===== config.mk =====
export PLATFORM = sky130hd
export DESIGN_NAME = pep_queue
export DESIGN_NICKNAME = d
export VERILOG_FILES = /design/src/rtl/pep_pkg.sv /design/src/rtl/pep_queue.sv
export SDC_FILE = /design/constraint.sdc
export NUM_CORES = 1
export LEC_CHECK = 0
export ABC_AREA = 1
export BUFFER_PORTS_ARGS = -buffer_cell sky130_fd_sc_hd__buf_4
export CORE_MARGIN = 2
export CORE_UTILIZATION = 56
export CTS_BUF_LIST = sky130_fd_sc_hd__clkbuf_8 sky130_fd_sc_hd__clkbuf_16
export CTS_CLUSTER_SIZE = 8
export DETAILED_ROUTE_END_ITERATION = 8
export PLACE_DENSITY = 0.77
export SLEW_MARGIN = 20
export SYNTH_ARGS = -nofsm -noshare
export SYNTH_HDL_FRONTEND = slang
export SYNTH_SLANG_ARGS = --single-unit

===== constraint.sdc =====
create_clock -name clk -period 12.9 [get_ports clk]
set_input_delay 0 -clock clk [delete_from_list [all_inputs] [get_ports clk]]
set_output_delay 0 -clock clk [all_outputs]
set_load 0.005 [all_outputs]

===== src/rtl/pep_pkg.sv =====
// ----------------------------------------------------------------------------
// pep_pkg
// Shared widths, register indexes and queue entry types of the edge projector.
// ----------------------------------------------------------------------------
package pep_pkg;

	localparam int CoordW   = 32;  // Q16.16 input coordinate
	localparam int ZW       = 31;  // accepted depth, always positive
	localparam int MagW     = 32;  // magnitude of z +/- x
	localparam int SizeW    = 14;  // window size register
	localparam int NearW    = 31;
	localparam int ProdW    = MagW + SizeW;
	localparam int RemW     = 48;  // holds z << DivSteps
	localparam int DivSteps = 17;  // quotient bits of floor(mag*size/z)
	localparam int QW       = DivSteps;
	localparam int PixW     = 16;
	localparam int Lanes    = 4;
	localparam int QDepth   = 4;
	localparam int QPtrW    = 2;
	localparam int QCntW    = 3;
	localparam int InW      = 6 * CoordW;
	localparam int OutW     = Lanes * PixW;
	localparam int CfgIdxW  = 2;
	localparam int CfgW     = 31;

	localparam logic [CfgIdxW-1:0] CFG_WIDTH  = 2'd0;
	localparam logic [CfgIdxW-1:0] CFG_HEIGHT = 2'd1;
	localparam logic [CfgIdxW-1:0] CFG_NEAR   = 2'd2;

	localparam logic signed [PixW-1:0] PIX_MAX = 16'sh7FFF;
	localparam logic signed [PixW-1:0] PIX_MIN = -16'sh8000;

	// one coordinate: |numerator| and its sign
	typedef struct packed {
		logic [MagW-1:0] mag;
		logic            neg;
	} lane_t;

	// one classified edge; lanes: start x, start y, end x, end y
	typedef struct packed {
		lane_t [Lanes-1:0]   lane;
		logic  [1:0][ZW-1:0] z;
	} edge_t;

	typedef struct packed {
		logic full;
		logic empty;
	} qstat_t;

endpackage


===== src/rtl/pep_queue.sv =====
// ----------------------------------------------------------------------------
// pep_queue
// Short FIFO of classified edges between front and back.
// ----------------------------------------------------------------------------
module pep_queue (
	input  logic            clk,
	input  logic            arst_n,
	input  logic            push,
	input  pep_pkg::edge_t  push_data,
	input  logic            pop,
	output pep_pkg::edge_t  head,
	output pep_pkg::qstat_t qstat
);
	import pep_pkg::*;

	edge_t            mem_q [QDepth];
	logic [QPtrW-1:0] wr_q, rd_q;
	logic [QCntW-1:0] cnt_q;

	assign qstat.full  = (cnt_q == QCntW'(QDepth));
	assign qstat.empty = (cnt_q == '0);
	assign head        = mem_q[rd_q];

	always_ff @(posedge clk or negedge arst_n) begin
		if (!arst_n) begin
			wr_q  <= '0;
			rd_q  <= '0;
			cnt_q <= '0;
		end else begin
			if (push) wr_q <= wr_q + 1'b1;
			if (pop)  rd_q <= rd_q + 1'b1;
			cnt_q <= cnt_q + QCntW'(push) - QCntW'(pop);
		end
	end

	always_ff @(posedge clk) begin
		if (push) mem_q[wr_q] <= push_data;
	end

`ifndef ASSERT_OFF
	a_no_overflow: assert property (@(posedge clk) disable iff (!arst_n)
		push |-> !qstat.full) else $error("queue push while full");
	a_no_underflow: assert property (@(posedge clk) disable iff (!arst_n)
		pop |-> !qstat.empty) else $error("queue pop while empty");
	a_count: assert property (@(posedge clk) disable iff (!arst_n)
		(push && !pop) |=> cnt_q == $past(cnt_q) + 1'b1) else $error("queue count slip");
`endif

endmodule


Word-level counts from Yosys, hierarchy flattened --
Memories as Yosys holds them, arrays and structs flattened. Cells that the tools add are included. W data, S select, Z words.
Operators by class: add/subtract/negate cells 4, multiply operators 0, div/mod/pow operators 0, $lt $le $gt $ge 0, equality and inequality tests 1, shift-type cells 0, muxes and demuxes 2, bitwise operators 0, reductions and logical operators 1
Operators with widths (number):
- $add A2 B1 Y2 const B | 2
- $add A3 B1 Y3 | 1
- $eq A3 B3 Y1 const B | 1
- $logic_not A3 Y1 | 1
- $sub A3 B1 Y3 | 1
- $mux W1 | 2
Storage, ports and cells: flip-flop bits (word level) 7, latch bits 0, memory bits (writable) 776, memory bits (read-only) 0, input port bits 198, output and inout port bits 196, logic and storage cells 12, memories kept 1
Memory list:
- mem_q | depth 4, width 194, read ports 1, clocked after Yosys merged registers in 0, write ports 1, line pep_queue.sv:16 | edge_t mem_q [QDepth];

Longest topological paths before layout --
Gate-level depths: netlist (run 1).
depth in word-level cells 2, mapped depth 10, gate-level depth less buffers 10

Worst setup path after synthesis (run 1) --
OpenSTA, ideal clock, no wires.
path kind flip-flop to flip-flop, start register wr_q[0], end memory mem_q[0][0] (netlist name), enable pin, library setup time 0.546 ns, arrival 4.430 ns, data required time 12.354 ns, slack 7.923 ns, cell stages (with the launch flop) 5, path buffers 0, clock period less this slack 4.977 ns, cell sequence dfrtp_1 > inv_1 > ha_1 > nand2_1 > inv_1
RTL lines:
- start, declared | line pep_queue.sv:17 | logic [QPtrW-1:0] wr_q, rd_q;
- start signal, assigned | line pep_queue.sv:30 | if (push) wr_q <= wr_q + 1'b1;
- end, declared | line pep_queue.sv:16
No word-level cell before the write port.

==> flow_summary.toml, run 1 <==
[status]
outcome = "completed"

[floorplan]
core_area_um2 = 57900
die_y_um = 246
die_area_um2 = 60700
fp-row-count = 88
die_x_um = 246
io_pins = 394
start_util_pct = 56.8

[setup_path]
slowest_stage = "buf_4"
path_max_fanout = 207
cp-start-kind = "flop"
path_common_cell = "buf_4"
endpoint_kind = "output pin"
worstRegToRegCells = 4
worstSetupPathType = "reg -> out"
r2r_setup_slack_ps = 10260
cp_slowest_stage_delay_ps = 930
crit_chain = "clkinv_8, buf_4, buf_4, nand2_1, nand3_1, nand2_1, buf_4"
cp_data_required_time_ps = 12900
cp.arrival_ps = 4750

[hold_path]
hold_class = "in -> reg"
min_path_cells = 2

[clock_tree]
cts_resized = 0
cts_max_path_buffers = 3
htreeDepth = 3
worstSkewPairLatency_ps = 630
clock-sinks = 783
clockRootBuffer = "clkbuf_16"
cts_tree = "built"
clk_pin_slew_ps = 50
numCtsBuffers = 107

[placement]
post-place-ws_ps = 9130
dp_cells = 4132
place_area_um2 = 36300
gp_routability_congestion = 0.769
port_buffers = 393
post-dp-hpwl_um = 39000

[power]
p_int_w = 0.00598
p_sw_share_pct = 33.9
vdd_drop_max_mv = 0.221
seqPwrFrac_pct = 38.8
clkPwrFrac_pct = 26.6
finalPower_w = 0.00905
pwr-share-comb_pct = 34.6
p_per_area_nw_per_um2 = 220
p_leak_nw = 19.0
switchingPower_w = 0.00307

[yosys]
yosys.area.top_type = "edfxtp_1"
synth_seq_cells = 783
ys_top_cells_by_area = "edfxtp_1 (71%), nand2_1 (11%), inv_1 (9.0%)"
ys_async_sr_fraction_pct = 0.894
synth_cells = 3086
yosysWarnings = 0
syn_nets = 3291
synth_cell_types = 16
synth_top_area_share_pct = 70.9
synthTopCellsByCount = "nand2_1 (981), inv_1 (788), edfxtp_1 (776), nand3_1 (389), buf_2 (101)"
synth_edf_count = 776
synthesis.area_um2 = 32900
synth_most_common_cell = "nand2_1"
avgSynthCellArea_um2 = 10.7
synth_top_flop_cell = "edfxtp_1"
seq_area_frac_synth_pct = 71.4

[sta]
skew_ps = 29.3
drv_slew = 0
layout_min_cycle_time_ps = 4750
worstMarginPinSlew_ps = 1320
finalWorstSetupSlack_ps = 8150
final-hold-violation-count = 0
fmax_mhz = 211
timing.final.crit_share_pct = 36.8
maxSlewHeadroom_pct = 11.8
tns_ps = 0
rsz0062_at_grt = "no"
setup_viol = 0

[global_route]
grt_pass1_vias = 22500
antenna_found_initial = 7
grt_use_total_pct = 24.5
grt_start_max_net_pins = 208
grt_overflow = 0
grt_pass1_wl_um = 116000

[flow_run]
drv_cap = 0

[finish]
drive_gt1_share_pct = 14.4
syn2layout_area_growth_pct = 25.1
nNetsFinal = 3879
fin_area_um2 = 41100
layoutNonFillerInstCount = 4461

[route]
wl_per_cell_um = 16.8
routed_wl_um = 74900
drt_pass1_iterations = 5
drc = 0
vias = 22400
drt_iter0_drc = 1288
routed_via_density = 5.02
final_antenna_net_count = 0
==> timing repair <==
item / CTS / global route
hold endpoints to repair: 789 / 0
setup buffers: 0 / 0
hold buffers: 198 / 0
==> power groups by stage <==
stage	registers, W	clock network, W	logic (W)
2_1_floorplan	0.00354	0	0.00174
3_3_place_gp	0.00353	0	0.00300
3_5_place_dp	0.00355	0	0.00304
4_1_cts	0.00350	0.00243	0.00312
5_1_grt	0.00354	0.00255	0.00344
6_report	0.00351	0.00241	0.00313
==> layout by cell type, fill, tap and decap left out, types with 4 or more instances in the layout <==
cell and n:
dlygate4sd3_1 198, inv_8 4, clkbuf_16 108, edfxtp_1 776
diode_2 8, ha_1 6, dfrtp_1 5, nand2_1 981
buf_4 411, inv_1 795, nand3_1 389
==> path summary, 6_finish.rpt <==
path,startpoint,to
min in group asynchronous,arst_n,rd_q[1]
worst min-delay path,push_data[130],mem_q[3][130]
max in group asynchronous,arst_n,rd_q[0]
worst max-delay path,rd_q[0],head[10]
worst max register to register,wr_q[0],mem_q[3][93]
worst min register to register,wr_q[0],wr_q[0]
==> stage by stage <==
step           utilization (%)  hold slack (ps)
6_report                  71.0              107
5_1_grt                   71.0             81.2
4_1_cts                   71.0             66.2
3_5_place_dp              62.7             -174
3_3_place_gp              62.7             -176
2_1_floorplan                -             -296
==> metal layers <==
layer	vias to the layer above	track usage [%]	routed length [um]
met1	10600	29.9	28800
met5	-	0	27
li1	10800	-	-
met2	867	42.3	37600
met3	182	5.39	5870
met4	4	10.1	2530
==> state kept, by name (all words and copies together) (netlist names) <==
name	count
cnt_q	3
wr_q	2
rd_q	2
mem_q	776
==> critical path, delay by kind of cell, from the launching register on <==
family | cells | cell delay (ps)
buffers and inverters | 4 | 2300
DFF | 1 | 710
and+or+nand+nor | 3 | 340
==> area by class of cell <==
| class | instances | area [um2] |
|---|---|---|
| Sequential cell | 783 | 23500 |
| Fill cell | 3691 | 16800 |
| Multi-Input combinational cell | 1383 | 5770 |
| Timing Repair Buffer | 609 | 5070 |
| Inverter | 790 | 3010 |
| Clock buffer | 108 | 2700 |
| Tap cell | 765 | 957 |
| Clock inverter | 15 | 105 |
| Antenna cell | 8 | 20.0 |
==> cell families (layout without fill, tap and decap cells) <==
logic type                 after synthesis  after routing  synth area share [%]
buffers and inverters                  920           1522                  11.0
and+or+nand+nor                       1372           1372                  17.2
adders and majority gates                7              7                 0.289
other                                    0              8                     0
DFF                                    783            783                  71.4
AOI/OAI and AO/OA                        1              1                0.0152
xor gates and xnor gates                 3              3                0.0799
Power figures use the tool's default switching activity.
==> run 2, diff against run 1 <==
--- a/config.mk
+++ b/config.mk
@@ -8,7 +8,7 @@
 export ABC_AREA = 1
 export BUFFER_PORTS_ARGS = -buffer_cell sky130_fd_sc_hd__buf_4
 export CORE_MARGIN = 2
-export CORE_UTILIZATION = 56
+export CORE_UTILIZATION = 53
 export CTS_BUF_LIST = sky130_fd_sc_hd__clkbuf_8 sky130_fd_sc_hd__clkbuf_16
 export CTS_CLUSTER_SIZE = 8
 export DETAILED_ROUTE_END_ITERATION = 8
==> constraint.sdc (replaced) <==
create_clock -name clk -period 3.9 [get_ports clk]
set_input_delay 0 -clock clk [delete_from_list [all_inputs] [get_ports clk]]
set_output_delay 0 -clock clk [all_outputs]
set_load 0.005 [all_outputs]
==> run 2 against run 1 <==
Against the previous run: clock skew fell by 8.6 ps; critical path depth down 1; clock-buffer cell count stayed put; core utilization is 3.7 points lower; non-clock buffer count increased by 4; register-to-register slack got worse by 8500 ps; largest cell class unchanged.
==> flow_summary.toml, run 2 (synthesis results as in run 1) <==
[status]
outcome = "completed"

[flow_run]
drv_cap = 0

[global_route]
grt_use_total_pct = 23.5
grt_overflow = 0
grt_pass1_wl_um = 117000
antenna_found_initial = 9
grt_pass1_vias = 22500
grt_start_max_net_pins = 217

[setup_path]
endpoint_kind = "output pin"
cp.depth = 6
worstSetupPathType = "reg -> out"
path_common_cell = "nand2_1"
path_max_fanout = 186
cp-start-kind = "flop"
crit_chain = "clkinv_8, buf_12, nand2_1, nand3_1, nand2_1, buf_4"
cp.arrival_ps = 3450
worstReg2RegStart = "wr_q[1]"
cp_slowest_stage_delay_ps = 900
critPathTopFamily = "buffers and inverters"
cp_data_required_time_ps = 3900
slowest_stage = "dfrtp_4"
r2r_setup_slack_ps = 1740
cp_num_buf_inv = 3
worstRegToRegCells = 5
worstReg2RegEnd = "mem_q[0][88]"

[finish]
drive_gt1_share_pct = 14.8
layoutNonFillerInstCount = 4499
reg_top3 = "mem_q (776), cnt_q (3)"
layout_commonest_cell = "nand2_1"
seq_area_um2 = 23500
n_fill_cell = 4079
largest_reg_flops = 776
top_register = "mem_q"
multiInputGateArea_um2 = 5780
final_cell_mix = "nand2_1 (977), inv_1 (797), edfxtp_1 (776)"
syn2layout_area_growth_pct = 25.9
nNetsFinal = 3884
fin_area_um2 = 41400

[floorplan]
start_util_pct = 53.5
die_area_um2 = 64000
fp-row-count = 91
die_x_um = 253
core_area_um2 = 61500
die_y_um = 253
io_pins = 394

[sta]
worstMarginPinSlew_ps = 1030
drv_slew = 0
skew_ps = 20.7
maxSlewHeadroom_pct = 31.2
final-hold-violation-count = 0
setup_viol = 0
timing.final.crit_share_pct = 88.5
layout_min_cycle_time_ps = 3450
fmax_mhz = 290
rsz0062_at_grt = "no"
finalWorstSetupSlack_ps = 450
tns_ps = 0

[power]
vdd_drop_max_mv = 0.544
pwr-share-comb_pct = 35.1
p_per_area_nw_per_um2 = 729
finalPower_w = 0.0302
seqPwrFrac_pct = 38.0
p_sw_share_pct = 34.1
switchingPower_w = 0.0103
p_leak_nw = 19.1
clkPwrFrac_pct = 26.8
p_int_w = 0.0199

[clock_tree]
cts_tree = "built"
worstSkewPairLatency_ps = 630
clk_pin_slew_ps = 50
htreeDepth = 3
post-cts-setup-buffers = 0
numCtsBuffers = 108
clockRootBuffer = "clkbuf_16"
cts_max_path_buffers = 3
clock-sinks = 783

[placement]
post-place-ws_ps = 1170
gp_routability_congestion = 0.756
dp_cells = 4161
post-dp-hpwl_um = 39400
place_area_um2 = 36500
port_buffers = 393

[route]
drt_iter0_drc = 1572
wl_per_cell_um = 16.9
routed_wl_um = 76100
drt_pass1_iterations = 5
final_antenna_net_count = 0
drc = 0
routed_via_density = 5.00
vias = 22500

[hold_path]
min_path_cells = 2
worst_hold_path.endpoint = "mem_q[3][72]"
hp-start = "push_data[72]"
hold_class = "in -> reg"
==> run 2: cell count changes in the layout (fill, tap and decap cells not counted), moves of 3 or more <==
cell	delta
buf_12	+12
buf_4	-8
clkinvlp_4	+5
inv_8	-4
nand2_1	-4
nand2_2	+4
ha_1	-3
ha_2	+3
==> run 2: worst reg2reg max path: stages, from the launching register on <==
cell and delay, ps:
dfrtp_1 400, inv_1 120, ha_2 190, nand2_2 60, clkinvlp_4 190, buf_4 700
==> run 2: repair_timing <==
item | in CTS | in global routing
hold endpoints to repair | 793 | 0
gates resized for setup | 0 | 0
hold buffers | 198 | 0
==> run 2: power groups by stage <==
stage                     Clock (W)  Sequential [W]  Combinational, W
after floorplan                   0          0.0116           0.00577
after global placement            0          0.0116            0.0102
after detailed placement          0          0.0116            0.0103
after CTS                   0.00821          0.0115            0.0106
after global routing        0.00859          0.0116            0.0116
final                       0.00809          0.0115            0.0106
==> run 2: final cells by class <==
class / count / area share (%)
Antenna cell: 10 / 0.0605
Clock buffer: 108 / 6.53
Clock inverter: 22 / 0.390
Inverter: 790 / 7.24
Multi-Input combinational cell: 1383 / 14.0
Sequential cell: 783 / 56.7
Tap cell: 790 / 2.39
Timing Repair Buffer: 613 / 12.7
==> run 2: how the worst max path moves through the flow <==
| stage | from | to |
|---|---|---|
| after floorplan | wr_q[0] | mem_q[1][0] |
| after global placement | rd_q[0] | head[139] |
| after detailed placement | rd_q[0] | head[99] |
| after CTS | rd_q[0] | head[99] |
| after global routing | rd_q[0] | head[100] |
| final | rd_q[0] | head[115] |
==> run 2: per-stage QoR <==
step	util, %	hold WS [ps]
after floorplan	-	-296
after global placement	59.4	-178
after detailed placement	59.4	-177
after CTS	67.3	60.9
after global routing	67.3	72.7
final	67.3	103
==> run 2: per-layer routing <==
layer,routed length [um],vias to the layer above,global-route usage (%)
li1,-,10800,-
met1,28600,10700,27.8
met2,39300,853,41.6
met3,5480,180,4.83
met4,2560,8,10.5
met5,55,-,0
