$ cat src/rtl/pep_pkg.sv
// ----------------------------------------------------------------------------
// pep_pkg
// Shared widths, register indexes and queue entry types of the edge projector.
// ----------------------------------------------------------------------------
package pep_pkg;

	localparam int CoordW   = 32;  // Q16.16 input coordinate
	localparam int ZW       = 31;  // accepted depth, always positive
	localparam int MagW     = 32;  // magnitude of z +/- x
	localparam int SizeW    = 14;  // window size register
	localparam int NearW    = 31;
	localparam int ProdW    = MagW + SizeW;
	localparam int RemW     = 48;  // holds z << DivSteps
	localparam int DivSteps = 17;  // quotient bits of floor(mag*size/z)
	localparam int QW       = DivSteps;
	localparam int PixW     = 16;
	localparam int Lanes    = 4;
	localparam int QDepth   = 4;
	localparam int QPtrW    = 2;
	localparam int QCntW    = 3;
	localparam int InW      = 6 * CoordW;
	localparam int OutW     = Lanes * PixW;
	localparam int CfgIdxW  = 2;
	localparam int CfgW     = 31;

	localparam logic [CfgIdxW-1:0] CFG_WIDTH  = 2'd0;
	localparam logic [CfgIdxW-1:0] CFG_HEIGHT = 2'd1;
	localparam logic [CfgIdxW-1:0] CFG_NEAR   = 2'd2;

	localparam logic signed [PixW-1:0] PIX_MAX = 16'sh7FFF;
	localparam logic signed [PixW-1:0] PIX_MIN = -16'sh8000;

	// one coordinate: |numerator| and its sign
	typedef struct packed {
		logic [MagW-1:0] mag;
		logic            neg;
	} lane_t;

	// one classified edge; lanes: start x, start y, end x, end y
	typedef struct packed {
		lane_t [Lanes-1:0]   lane;
		logic  [1:0][ZW-1:0] z;
	} edge_t;

	typedef struct packed {
		logic full;
		logic empty;
	} qstat_t;

endpackage

$ cat src/rtl/pep_front.sv
// ----------------------------------------------------------------------------
// pep_front
// Accepts edges, drops near ones, forms the numerators z+x and z-y.
// ----------------------------------------------------------------------------
module pep_front (
	input  logic                      clk,
	input  logic                      arst_n,
	input  logic                      s_tvalid,
	output logic                      s_tready,
	input  logic [pep_pkg::InW-1:0]   s_tdata,
	input  logic [pep_pkg::NearW-1:0] near_limit,
	input  pep_pkg::qstat_t           qstat,
	output logic                      push,
	output pep_pkg::edge_t            push_data
);
	import pep_pkg::*;

	logic  v_s1;
	logic  drop_s1;
	edge_t edge_s1;

	logic signed [CoordW-1:0] sx, sy, sz, ex, ey, ez;
	logic signed [CoordW:0]   num [Lanes];
	logic                     drop;
	edge_t                    cls;

	always_comb begin
		sx = s_tdata[0*CoordW +: CoordW];
		sy = s_tdata[1*CoordW +: CoordW];
		sz = s_tdata[2*CoordW +: CoordW];
		ex = s_tdata[3*CoordW +: CoordW];
		ey = s_tdata[4*CoordW +: CoordW];
		ez = s_tdata[5*CoordW +: CoordW];
		drop = (sz <= $signed({1'b0, near_limit})) || (ez <= $signed({1'b0, near_limit}));
		num[0] = {sz[CoordW-1], sz} + {sx[CoordW-1], sx};
		num[1] = {sz[CoordW-1], sz} - {sy[CoordW-1], sy};
		num[2] = {ez[CoordW-1], ez} + {ex[CoordW-1], ex};
		num[3] = {ez[CoordW-1], ez} - {ey[CoordW-1], ey};
		for (int c = 0; c < Lanes; c++) begin
			cls.lane[c].neg = num[c][CoordW];
			cls.lane[c].mag = num[c][CoordW] ? MagW'(-num[c]) : MagW'(num[c]);
		end
		cls.z[0] = sz[ZW-1:0];
		cls.z[1] = ez[ZW-1:0];
	end

	assign s_tready  = !v_s1 || drop_s1 || !qstat.full;
	assign push      = v_s1 && !drop_s1 && !qstat.full;
	assign push_data = edge_s1;

	always_ff @(posedge clk or negedge arst_n) begin
		if (!arst_n) begin
			v_s1 <= 1'b0;
		end else if (s_tready) begin
			v_s1 <= s_tvalid;
		end
	end

	always_ff @(posedge clk) begin
		if (s_tvalid && s_tready) begin
			drop_s1 <= drop;
			edge_s1 <= cls;
		end
	end

endmodule

$ cat config.mk
export PLATFORM = sky130hd
export DESIGN_NAME = pep_front
export DESIGN_NICKNAME = d
export VERILOG_FILES = /design/src/rtl/pep_pkg.sv /design/src/rtl/pep_front.sv
export SDC_FILE = /design/constraint.sdc
export NUM_CORES = 1
export LEC_CHECK = 0
export ABC_CLOCK_PERIOD_IN_PS = 6100
export BUFFER_PORTS_ARGS = -buffer_cell sky130_fd_sc_hd__buf_2
export CAP_MARGIN = 20
export CORE_MARGIN = 2
export CORE_UTILIZATION = 36
export CTS_CLUSTER_DIAMETER = 60
export DETAILED_ROUTE_END_ITERATION = 10
export PLACE_DENSITY = 0.65
export SLEW_MARGIN = 20
export SYNTH_ARGS = -nofsm -noshare
export SYNTH_HDL_FRONTEND = slang
export SYNTH_SLANG_ARGS = --single-unit
$ cat constraint.sdc
create_clock -name clk -period 6.1 [get_ports clk]
set_clock_uncertainty 0.05 [all_clocks]
set_input_delay 1.22 -clock clk [delete_from_list [all_inputs] [get_ports clk]]
set_output_delay 1.22 -clock clk [all_outputs]
set_load 0.05 [all_outputs]
==> Word level (Yosys, flattened, before mapping) <==
Index checks and enable logic that the tools add are counted.
W data, S select, Z words.
{ "word_totals": {"reg_bits": 196, "output_inout_bits": 196, "input_bits": 228} }
{ "op_classes": {"mux": 4, "n_lt_le_gt_ge": 2, "reduce_logical": 9, "add_sub_neg": 8} }
{ "op_table": {"columns": ["cell", "count"], "rows": [
  ["$mux W32", 4],
  ["$neg A32 Y32", 4],
  ["$add A32 B32 Y33", 2],
  ["$sub A32 B32 Y33", 2],
  ["$le A32 B32 Y1", 2],
  ["$logic_and A1 B1 Y1", 3],
  ["$logic_not A1 Y1", 3],
  ["$logic_or A1 B1 Y1", 3]
]} }

==> Logic depth before layout (Yosys ltp) <==
Gate-level depths: netlist of the first run.
{ "depth": {"ltp_word": 4, "mapped_depth": 16, "depth_no_buf": 15} }

==> Worst setup path before layout of the first run <==
Ideal clock, no wire load.
{ "synth_path": {"kind": "in2reg", "from": "input port qstat[1] in the netlist's numbering", "to": "register drop_s1 (enable)", "path_slack_ns": -0.694, "path_buffers": 0, "required_time_ns": 5.472, "cell_stages": 2, "t_arrival_ns": 6.166, "cell_sequence": "nand3b_1 and2_1"} }
{ "synth_via": {"elab_chain_cells": 3} }
{ "synth_lines": {"columns": ["element", "line_no", "text"], "rows": [
  ["from (decl)", "pep_front.sv:12", "input pep_pkg::qstat_t qstat,"],
  ["$logic_not A1 Y1", "pep_front.sv:47", "assign s_tready = !v_s1 || drop_s1 || !qstat.full;"],
  ["$logic_or A1 B1 Y1", "pep_front.sv:47", null],
  ["$logic_and A1 B1 Y1", "pep_front.sv:60", "if (s_tvalid && s_tready) begin"],
  ["to (signal assigned)", "pep_front.sv:61", "drop_s1 <= drop;"],
  ["to (decl)", "pep_front.sv:19", "logic drop_s1;"]
]} }
No other way between the ends.
A chain may end at the register's enable or synchronous reset.

==> flow_summary.ini, run 1 <==
[synthesis]
synth_nets = 2292
synth.most_common_cell = edfxtp_1
async_flop_share = 0.00510
synth_area_leaders = edfxtp_1 (34%), ha_1 (14%), xnor2_1 (7.1%), a21oi_1 (4.3%), xor2_1 (3.8%)
synth_area_um2 = 17400
synth_edf_count = 195
netlist-cell-type-count = 98
synth_seq_area_share = 0.338
synth_top_area_share = 0.337
ys.flop_type = edfxtp_1
avgSynthCellArea_um2 = 9.32
synth_top_area_cell = edfxtp_1
syn_inst = 1866
synth_common_cells = edfxtp_1 (195), ha_1 (194), a21oi_1 (151), inv_1 (143), xnor2_1 (140)
synth_seq_cells = 196
yosys_warnings = 0

[timing]
hold_viol = 0
finalWorstSetupSlack_ns = 1.23
setup_viol = 0
maxSlewViolCount = 0
final.setup.tns_ns = 0
max_slew_margin = 0.431
fmax_ghz = 0.205
min_period_ns = 4.87
period_share = 0.798
worstMarginPinSlew_ns = 0.854
rsz0062_at_grt = false

[grt]
grt_pass1_wl_mm = 88.5
grt_usage = 0.232
antenna_found_initial = 6
grt-ovfl-total = 0
grt_max_degree = 96
grt_pass1_vias = 15795

[cells_and_area]
syn2layout_area_growth_pct = 19.6
final_layout_size_suffix_gt1_frac = 0.225
utilization = 0.436
finalNonFillerCells = 2922
fin_nets = 2715
fillers = 4647

[route]
vias = 16077
wire_per_inst_um = 20.2
drtIter0Drc = 980
post-route-drc-count = 0
wl_mm = 59.0
drtPass1Iterations = 5
vias_per_cell = 5.50
ant_nets = 0

[clocking]
cts_buffers = 17
path_clk_slew_ns = 0.08
clock_sinks = 196
post_cts_resized = 0
clock_latency_ns = 0.50
cts_buffer_depth = 2
cts_root_buf = clkbuf_16
cts_hold_buf = 0
htreeDepth = 4
cts_setup_buffers = 0
cts_tree = yes

[critical_path]
timing.rr.end = push_data[138]
cp_max_fo = 5
rrSetupSlack_ns = 3.81
reg2reg_depth = 3
worstReg2RegStart = drop_s1
criticalPathCategory = in2reg
startpoint_type = primary input
cp.required_ns = 6.30
endpoint_kind = register
crit_arrival_ns = 5.07

[die]
dieWidth_um = 224
core_area_um2 = 47700
dieArea_um2 = 50100
initial_core_util = 0.364
die_height_um = 224
boundaryPins = 424
num_rows = 80

[place]
io_buffers = 422
pre_cts_ws_ns = 0.741
gp_congestion = 0.909
placed_cells = 2885
detailed_place_hpwl_mm = 49.1

[power]
peakVddDrop_uv = 154
cellPowerDensity_nw_per_um2 = 266
leakage_nw = 9.18

[outcome]
status = finished, final reports clean

[worst_hold_path]
hold_class = in2async

[job]
cap_viol_max_count = 0
[flip-flops by register name, indices dropped and copies added, names as in the netlist]
name and count:
v_s1 1, push_data 194, drop_s1 1
[cells by family (layout without fill, tap and decap cells)]
family / Yosys count / in the layout / share of synthesized area
AO/OA/AOI/OAI: 557 / 557 / 0.212
AND/OR/NAND/NOR: 517 / 517 / 0.154
XOR/XNOR: 215 / 215 / 0.108
adder cells (fa/ha/maj): 198 / 198 / 0.144
flip-flops: 196 / 196 / 0.338
buffers and inverters: 177 / 613 / 0.0401
multiplexers: 6 / 6 / 0.00360
other: 0 / 5 / 0
[cell usage in the layout, fill, tap and decap left out, types with 6 or more instances in the layout]
| master | n |
|---|---|
| edfxtp_1 | 195 |
| o21a_1 | 39 |
| buf_2 | 422 |
| xor2_1 | 75 |
| or3_1 | 15 |
| nor2b_1 | 21 |
| o21bai_1 | 14 |
| inv_6 | 6 |
| nand3_1 | 34 |
| a21oi_1 | 151 |
| nor3_1 | 34 |
| nand4_1 | 35 |
| nor4_1 | 8 |
| o22ai_1 | 6 |
| xnor2_1 | 140 |
| and2_1 | 27 |
| ha_1 | 194 |
| o211ai_1 | 22 |
| a211oi_1 | 14 |
| nand3b_1 | 13 |
| and3_1 | 15 |
| clkbuf_16 | 17 |
| nand2b_1 | 20 |
| inv_1 | 143 |
| nand2_1 | 121 |
| o31ai_1 | 19 |
| buf_4 | 14 |
| a211o_1 | 10 |
| o21ai_0 | 117 |
| nor2_1 | 120 |
| nor3b_1 | 6 |
| o21ai_1 | 8 |
| a21o_1 | 61 |
| a31oi_1 | 20 |
| or2_2 | 14 |
[how the worst max path moves through the flow]
stage	from	to	slack, ns	cells past startpoint
global placement	s_tdata[64]	push_data[94]	0.74	15
global route	s_tdata[64]	push_data[94]	0.77	15
finish	s_tdata[64]	push_data[94]	1.23	15
floorplan	qstat[1]	drop_s1	1.45	2
detailed placement	s_tdata[160]	push_data[155]	0.74	15
CTS	s_tdata[64]	push_data[94]	1.29	15
[area by class of cell]
class	instances	area (um^2)	area share
repair buffers	437	2240	0.108
flip-flops and latches	196	5880	0.283
well taps	615	769	0.0370
diodes	5	12.5	0.000602
inverters	144	541	0.0260
clock inverters	15	121	0.00584
multi-input cells	1493	10800	0.520
clock buffers	17	425	0.0205
[routing by layer]
layer  track usage  part of all wire  vias to the layer above
met5             0           0.00053                        -
met3        0.0496             0.057                       77
li1              -                 -                     7790
met2         0.420              0.51                      491
met4        0.0660             0.021                        6
met1         0.276              0.42                     7713
[critical path, cell delays in order]
cell and delay [ns]:
buf_2 0.11, ha_1 0.21, inv_1 0.07, fa_1 0.40
nand2b_1 0.19, a211oi_2 0.35, o21ai_0 0.31, o21ai_0 0.41
xor2_1 0.16, nor4_1 0.38, nand3_1 0.27, or4b_1 0.57
o21ba_1 0.21, o21ai_1 0.14, xnor2_1 0.08
[through the flow]
step / power (mW) / hold slack (ns) / area (um^2)
after floorplan: 3.79 / 0.846 / 17400
after global placement: 4.40 / 0.487 / 20200
after detailed placement: 4.43 / 0.511 / 20200
after CTS: 5.57 / 0.372 / 20800
after global routing: 5.81 / 0.400 / 20800
final: 5.53 / 0.428 / 20800
[power by group]
group,internal [mW],switching [mW]
Sequential,1.78,0.0529
Clock,0.531,0.581
Combinational,0.801,1.79
Note: power is estimated with default switching activity, not from simulation.
==> run 2, diff against run 1 <==
--- a/config.mk
+++ b/config.mk
@@ -5,7 +5,7 @@
 export SDC_FILE = /design/constraint.sdc
 export NUM_CORES = 1
 export LEC_CHECK = 0
-export ABC_CLOCK_PERIOD_IN_PS = 6100
+export ABC_CLOCK_PERIOD_IN_PS = 4800
 export BUFFER_PORTS_ARGS = -buffer_cell sky130_fd_sc_hd__buf_2
 export CAP_MARGIN = 20
 export CORE_MARGIN = 2
==> constraint.sdc (replaced) <==
create_clock -name clk -period 4.8 [get_ports clk]
set_clock_uncertainty 0.05 [all_clocks]
set_input_delay 0.96 -clock clk [delete_from_list [all_inputs] [get_ports clk]]
set_output_delay 0.96 -clock clk [all_outputs]
set_load 0.05 [all_outputs]
==> flow_summary.ini, run 2 (synthesis results as in run 1) <==
[die]
dieWidth_um = 224
initial_core_util = 0.364
die_height_um = 224
boundaryPins = 424
core_area_um2 = 47700
dieArea_um2 = 50100
num_rows = 80

[clocking]
cts_tree = yes
clock_latency_ns = 0.50
cts_root_buf = clkbuf_16
cts_setup_buffers = 0
cts_hold_buf = 0
cts_buffer_depth = 2
cts_buffers = 17
path_clk_slew_ns = 0.07
post_cts_resized = 0
clock_sinks = 196
htreeDepth = 4

[cells_and_area]
fin_nets = 2836
syn2layout_area_growth_pct = 25.4
most-common-layout-cells = buf_2 (422), edfxtp_1 (195), ha_1 (194)
final_common_cell = buf_2
finalNonFillerCells = 3043
final_layout_size_suffix_gt1_frac = 0.262
largest_register_ffs = 194
design_area_um2 = 21800
fillers = 4576
register_area_um2 = 5880
multiInputGateArea_um2 = 10800

[timing]
rsz0062_at_grt = false
hold_viol = 0
period_share = 0.913
max_slew_margin = 0.432
finalWorstSetupSlack_ns = 0.417
setup_viol = 0
min_period_ns = 4.38
fmax_ghz = 0.228
worstMarginPinSlew_ns = 0.844
hold_ws_ns = 0.166
maxSlewViolCount = 0

[power]
peakVddDrop_uv = 226
pwr-share-comb = 0.472
pwr-share-seq = 0.315
p_clk_frac = 0.212
power_switching_mw = 3.09
leakage_nw = 9.80
swShare = 0.421
power.total_mw = 7.35
p_int_mw = 4.26
cellPowerDensity_nw_per_um2 = 337

[critical_path]
cp_max_fo = 5
cp.required_ns = 5.01
startpoint_type = primary input
endpoint_kind = register
rrSetupSlack_ns = 3.11
crit_arrival_ns = 4.59
criticalPathCategory = in2reg

[place]
io_buffers = 422
placed_cells = 3006
gp_congestion = 0.919
pre_cts_ws_ns = -0.105
detailed_place_hpwl_mm = 50.6
placed_cell_area_um2 = 21200

[route]
wire_per_inst_um = 19.9
wl_mm = 60.4
drtPass1Iterations = 5
vias = 16415
vias_per_cell = 5.39
post-route-drc-count = 0
ant_nets = 0
drtIter0Drc = 906

[grt]
grt_pass1_wl_mm = 91.3
grt_max_degree = 106
grt_usage = 0.240
antenna_found_initial = 7
grt_pass1_vias = 16558
grt-ovfl-total = 0

[job]
cap_viol_max_count = 0

[worst_hold_path]
hold_class = in2async

[outcome]
status = finished, final reports clean
run 2: worst max-delay path, stage by stage:
cell and delay (ns):
buf_2 0.09, ha_1 0.16, inv_1 0.05, fa_1 0.38, nand2b_1 0.19, a211oi_2 0.37
o21ai_0 0.20, a2111oi_2 0.37, o221ai_2 0.20, nor4_4 0.36, nand3_1 0.22, or4b_1 0.59
o21ba_1 0.21, o21ai_1 0.15, xnor2_1 0.09
run 2: layer usage:
layer,share of wire,GRT usage,wire length [um],vias to the layer above
met1,0.42,0.283,25200,7758
met4,0.033,0.0929,2020,6
met5,0.00036,0,22,-
li1,-,-,-,8023
met3,0.057,0.0475,3440,104
met2,0.49,0.427,29700,524
run 2: area by class of cell:
type / instances / share of cell area
repair buffers: 558 / 0.146
clock buffers: 22 / 0.0208
diodes: 5 / 0.000574
clock inverters: 10 / 0.00683
multi-input cells: 1493 / 0.496
inverters: 144 / 0.0248
well taps: 615 / 0.0353
flip-flops and latches: 196 / 0.270
run 2: worst paths after layout:
path                        startpoint             end  depth (start not counted)
setup / recovery           s_tdata[64]   push_data[94]                         15
setup reg to reg               drop_s1  push_data[134]                          3
hold / removal                  arst_n            v_s1                          1
max in group asynchronous       arst_n            v_s1                          1
hold reg to reg                   v_s1            v_s1                          2
min in group clk                  v_s1            v_s1                          2
run 2: per-stage QoR:
step                 util  setup TNS, ns
floorplan               -              0
finish              0.457              0
detailed placement  0.444         -0.309
CTS                 0.456              0
global placement    0.444        -0.0142
global route        0.456              0
run 2: power by group through the flow:
stage          Combinational [mW]  Sequential [mW]  Clock [mW]
2_1_floorplan                1.54             3.27           0
3_3_place_gp                 3.41             2.36           0
3_5_place_dp                 3.45             2.36           0
4_1_cts                      3.47             2.32        1.60
5_1_grt                      3.73             2.35        1.64
6_report                     3.47             2.32        1.56
==> run 3, diff against run 2 <==
--- a/config.mk
+++ b/config.mk
@@ -5,7 +5,7 @@
 export SDC_FILE = /design/constraint.sdc
 export NUM_CORES = 1
 export LEC_CHECK = 0
-export ABC_CLOCK_PERIOD_IN_PS = 4800
+export ABC_CLOCK_PERIOD_IN_PS = 4200
 export BUFFER_PORTS_ARGS = -buffer_cell sky130_fd_sc_hd__buf_2
 export CAP_MARGIN = 20
 export CORE_MARGIN = 2
==> constraint.sdc (replaced) <==
create_clock -name clk -period 4.2 [get_ports clk]
set_clock_uncertainty 0.05 [all_clocks]
set_input_delay 0.84 -clock clk [delete_from_list [all_inputs] [get_ports clk]]
set_output_delay 0.84 -clock clk [all_outputs]
set_load 0.05 [all_outputs]
==> flow_summary.ini, run 3 (synthesis results as in run 1) <==
[clocking]
htreeDepth = 4
clock_sinks = 196
cts_buffers = 17
cts_root_buf = clkbuf_16
cts_buffer_depth = 2
cts_tree = yes
clock_latency_ns = 0.50
path_clk_slew_ns = 0.08
cts_hold_buf = 0

[grt]
grt_max_degree = 136
grt_pass1_vias = 17481
antenna_found_initial = 9
grt-ovfl-total = 0
grt_pass1_wl_mm = 95.3
grt_usage = 0.250

[die]
initial_core_util = 0.364
core_area_um2 = 47700
boundaryPins = 424
die_height_um = 224
num_rows = 80
dieArea_um2 = 50100
dieWidth_um = 224

[cells_and_area]
most-common-layout-cells = buf_2 (422), buf_4 (392), edfxtp_1 (195)
finalNonFillerCells = 3306
syn2layout_area_growth_pct = 37.3
fin_nets = 3098
final_common_cell = buf_2
largest_register_ffs = 194
fillers = 4479
final_layout_size_suffix_gt1_frac = 0.340

[route]
ant_nets = 0
drtPass1Iterations = 5
drtIter0Drc = 940
wire_per_inst_um = 19.2
vias_per_cell = 5.27
wl_mm = 63.3
vias = 17416
post-route-drc-count = 0

[power]
leakage_nw = 11.1
peakVddDrop_uv = 220
cellPowerDensity_nw_per_um2 = 369

[timing]
finalWorstSetupSlack_ns = 0.121
max_slew_margin = 0.469
final.setup.tns_ns = 0
hold_viol = 0
rsz0062_at_grt = true
fmax_ghz = 0.245
hold_ws_ns = 0.0490
maxSlewViolCount = 0
period_share = 0.971
worstMarginPinSlew_ns = 0.797
min_period_ns = 4.08
setup_viol = 0

[critical_path]
criticalPathCategory = in2reg
endpoint_kind = register
startpoint_type = primary input
cp.required_ns = 4.40
cp_max_fo = 3
crit_arrival_ns = 4.28

[place]
gp_congestion = 0.935
io_buffers = 422
pre_cts_ws_ns = -0.506
detailed_place_hpwl_mm = 53.6
placed_cells = 3267

[job]
cap_viol_max_count = 0

[outcome]
status = finished, final reports clean

[worst_hold_path]
hold_class = in2async
[run 3: cell types whose count changed in the layout (fill, tap and decap cells not counted), sizes merged]
cell      before  now
buf          558  820
clkinv         4    5
inv          146  145
diode          5    6
clkinvlp       1    2
bufinv         3    2
[run 3: worst max-delay path: stages]
cell and delay (ns):
buf_2 0.12, inv_1 0.07, ha_1 0.19, fa_2 0.22, nor2b_2 0.05, o31a_1 0.33, buf_4 0.16, o211ai_4 0.24
o21bai_4 0.13, o21a_1 0.19, or3_1 0.32, a211o_1 0.32, or3_4 0.40, or3_4 0.35, o31ai_4 0.23, xnor2_1 0.09
[run 3: through the flow]
step	cell area [um^2]	total power [mW]	util
2_1_floorplan	17400	5.50	-
3_3_place_gp	23200	7.00	0.485
3_5_place_dp	23200	7.06	0.485
4_1_cts	23800	8.84	0.498
5_1_grt	23900	9.25	0.500
6_report	23900	8.81	0.500
[run 3: worst paths after layout]
path | startpoint | endpoint | cells after the start | slack [ns]
setup / recovery | s_tdata[160] | push_data[193] | 16 | 0.12
hold / removal | arst_n | v_s1 | 1 | 0.05
setup reg to reg | drop_s1 | push_data[142] | 3 | 2.39
hold reg to reg | v_s1 | v_s1 | 2 | 0.54
max in group asynchronous | arst_n | v_s1 | 1 | 3.97
min in group clk | s_tvalid | v_s1 | 2 | 0.50
[run 3: cell type report]
cell class | count | area [um^2] | area share
diodes | 6 | 15.0 | 0.000629
clock buffers | 22 | 464 | 0.0195
repair buffers | 820 | 5170 | 0.217
multi-input cells | 1493 | 10900 | 0.457
inverters | 144 | 541 | 0.0226
flip-flops and latches | 196 | 5880 | 0.246
well taps | 615 | 769 | 0.0322
clock inverters | 10 | 124 | 0.00519
[run 3: power by group]
group	leakage [nW]	internal (mW)	switching [mW]	total [mW]
combinational	8.89	1.67	2.73	4.40
sequential	1.91	2.58	0.0820	2.66
clock	0.281	0.914	0.832	1.75
total	11.1	5.16	3.65	8.81
[run 3: repair_timing]
action | CTS | global route
resized for setup | 0 | 21
endpoints found under the setup margin | 0 | 26
buffers inserted | 0 | 1
[run 3: routing by layer]
metal | share of wire | GRT usage | up-vias
li1 | - | - | 8548
met1 | 0.41 | 0.292 | 8285
met2 | 0.50 | 0.452 | 491
met3 | 0.054 | 0.0538 | 86
met4 | 0.029 | 0.0845 | 6
met5 | 0.00044 | 0 | -
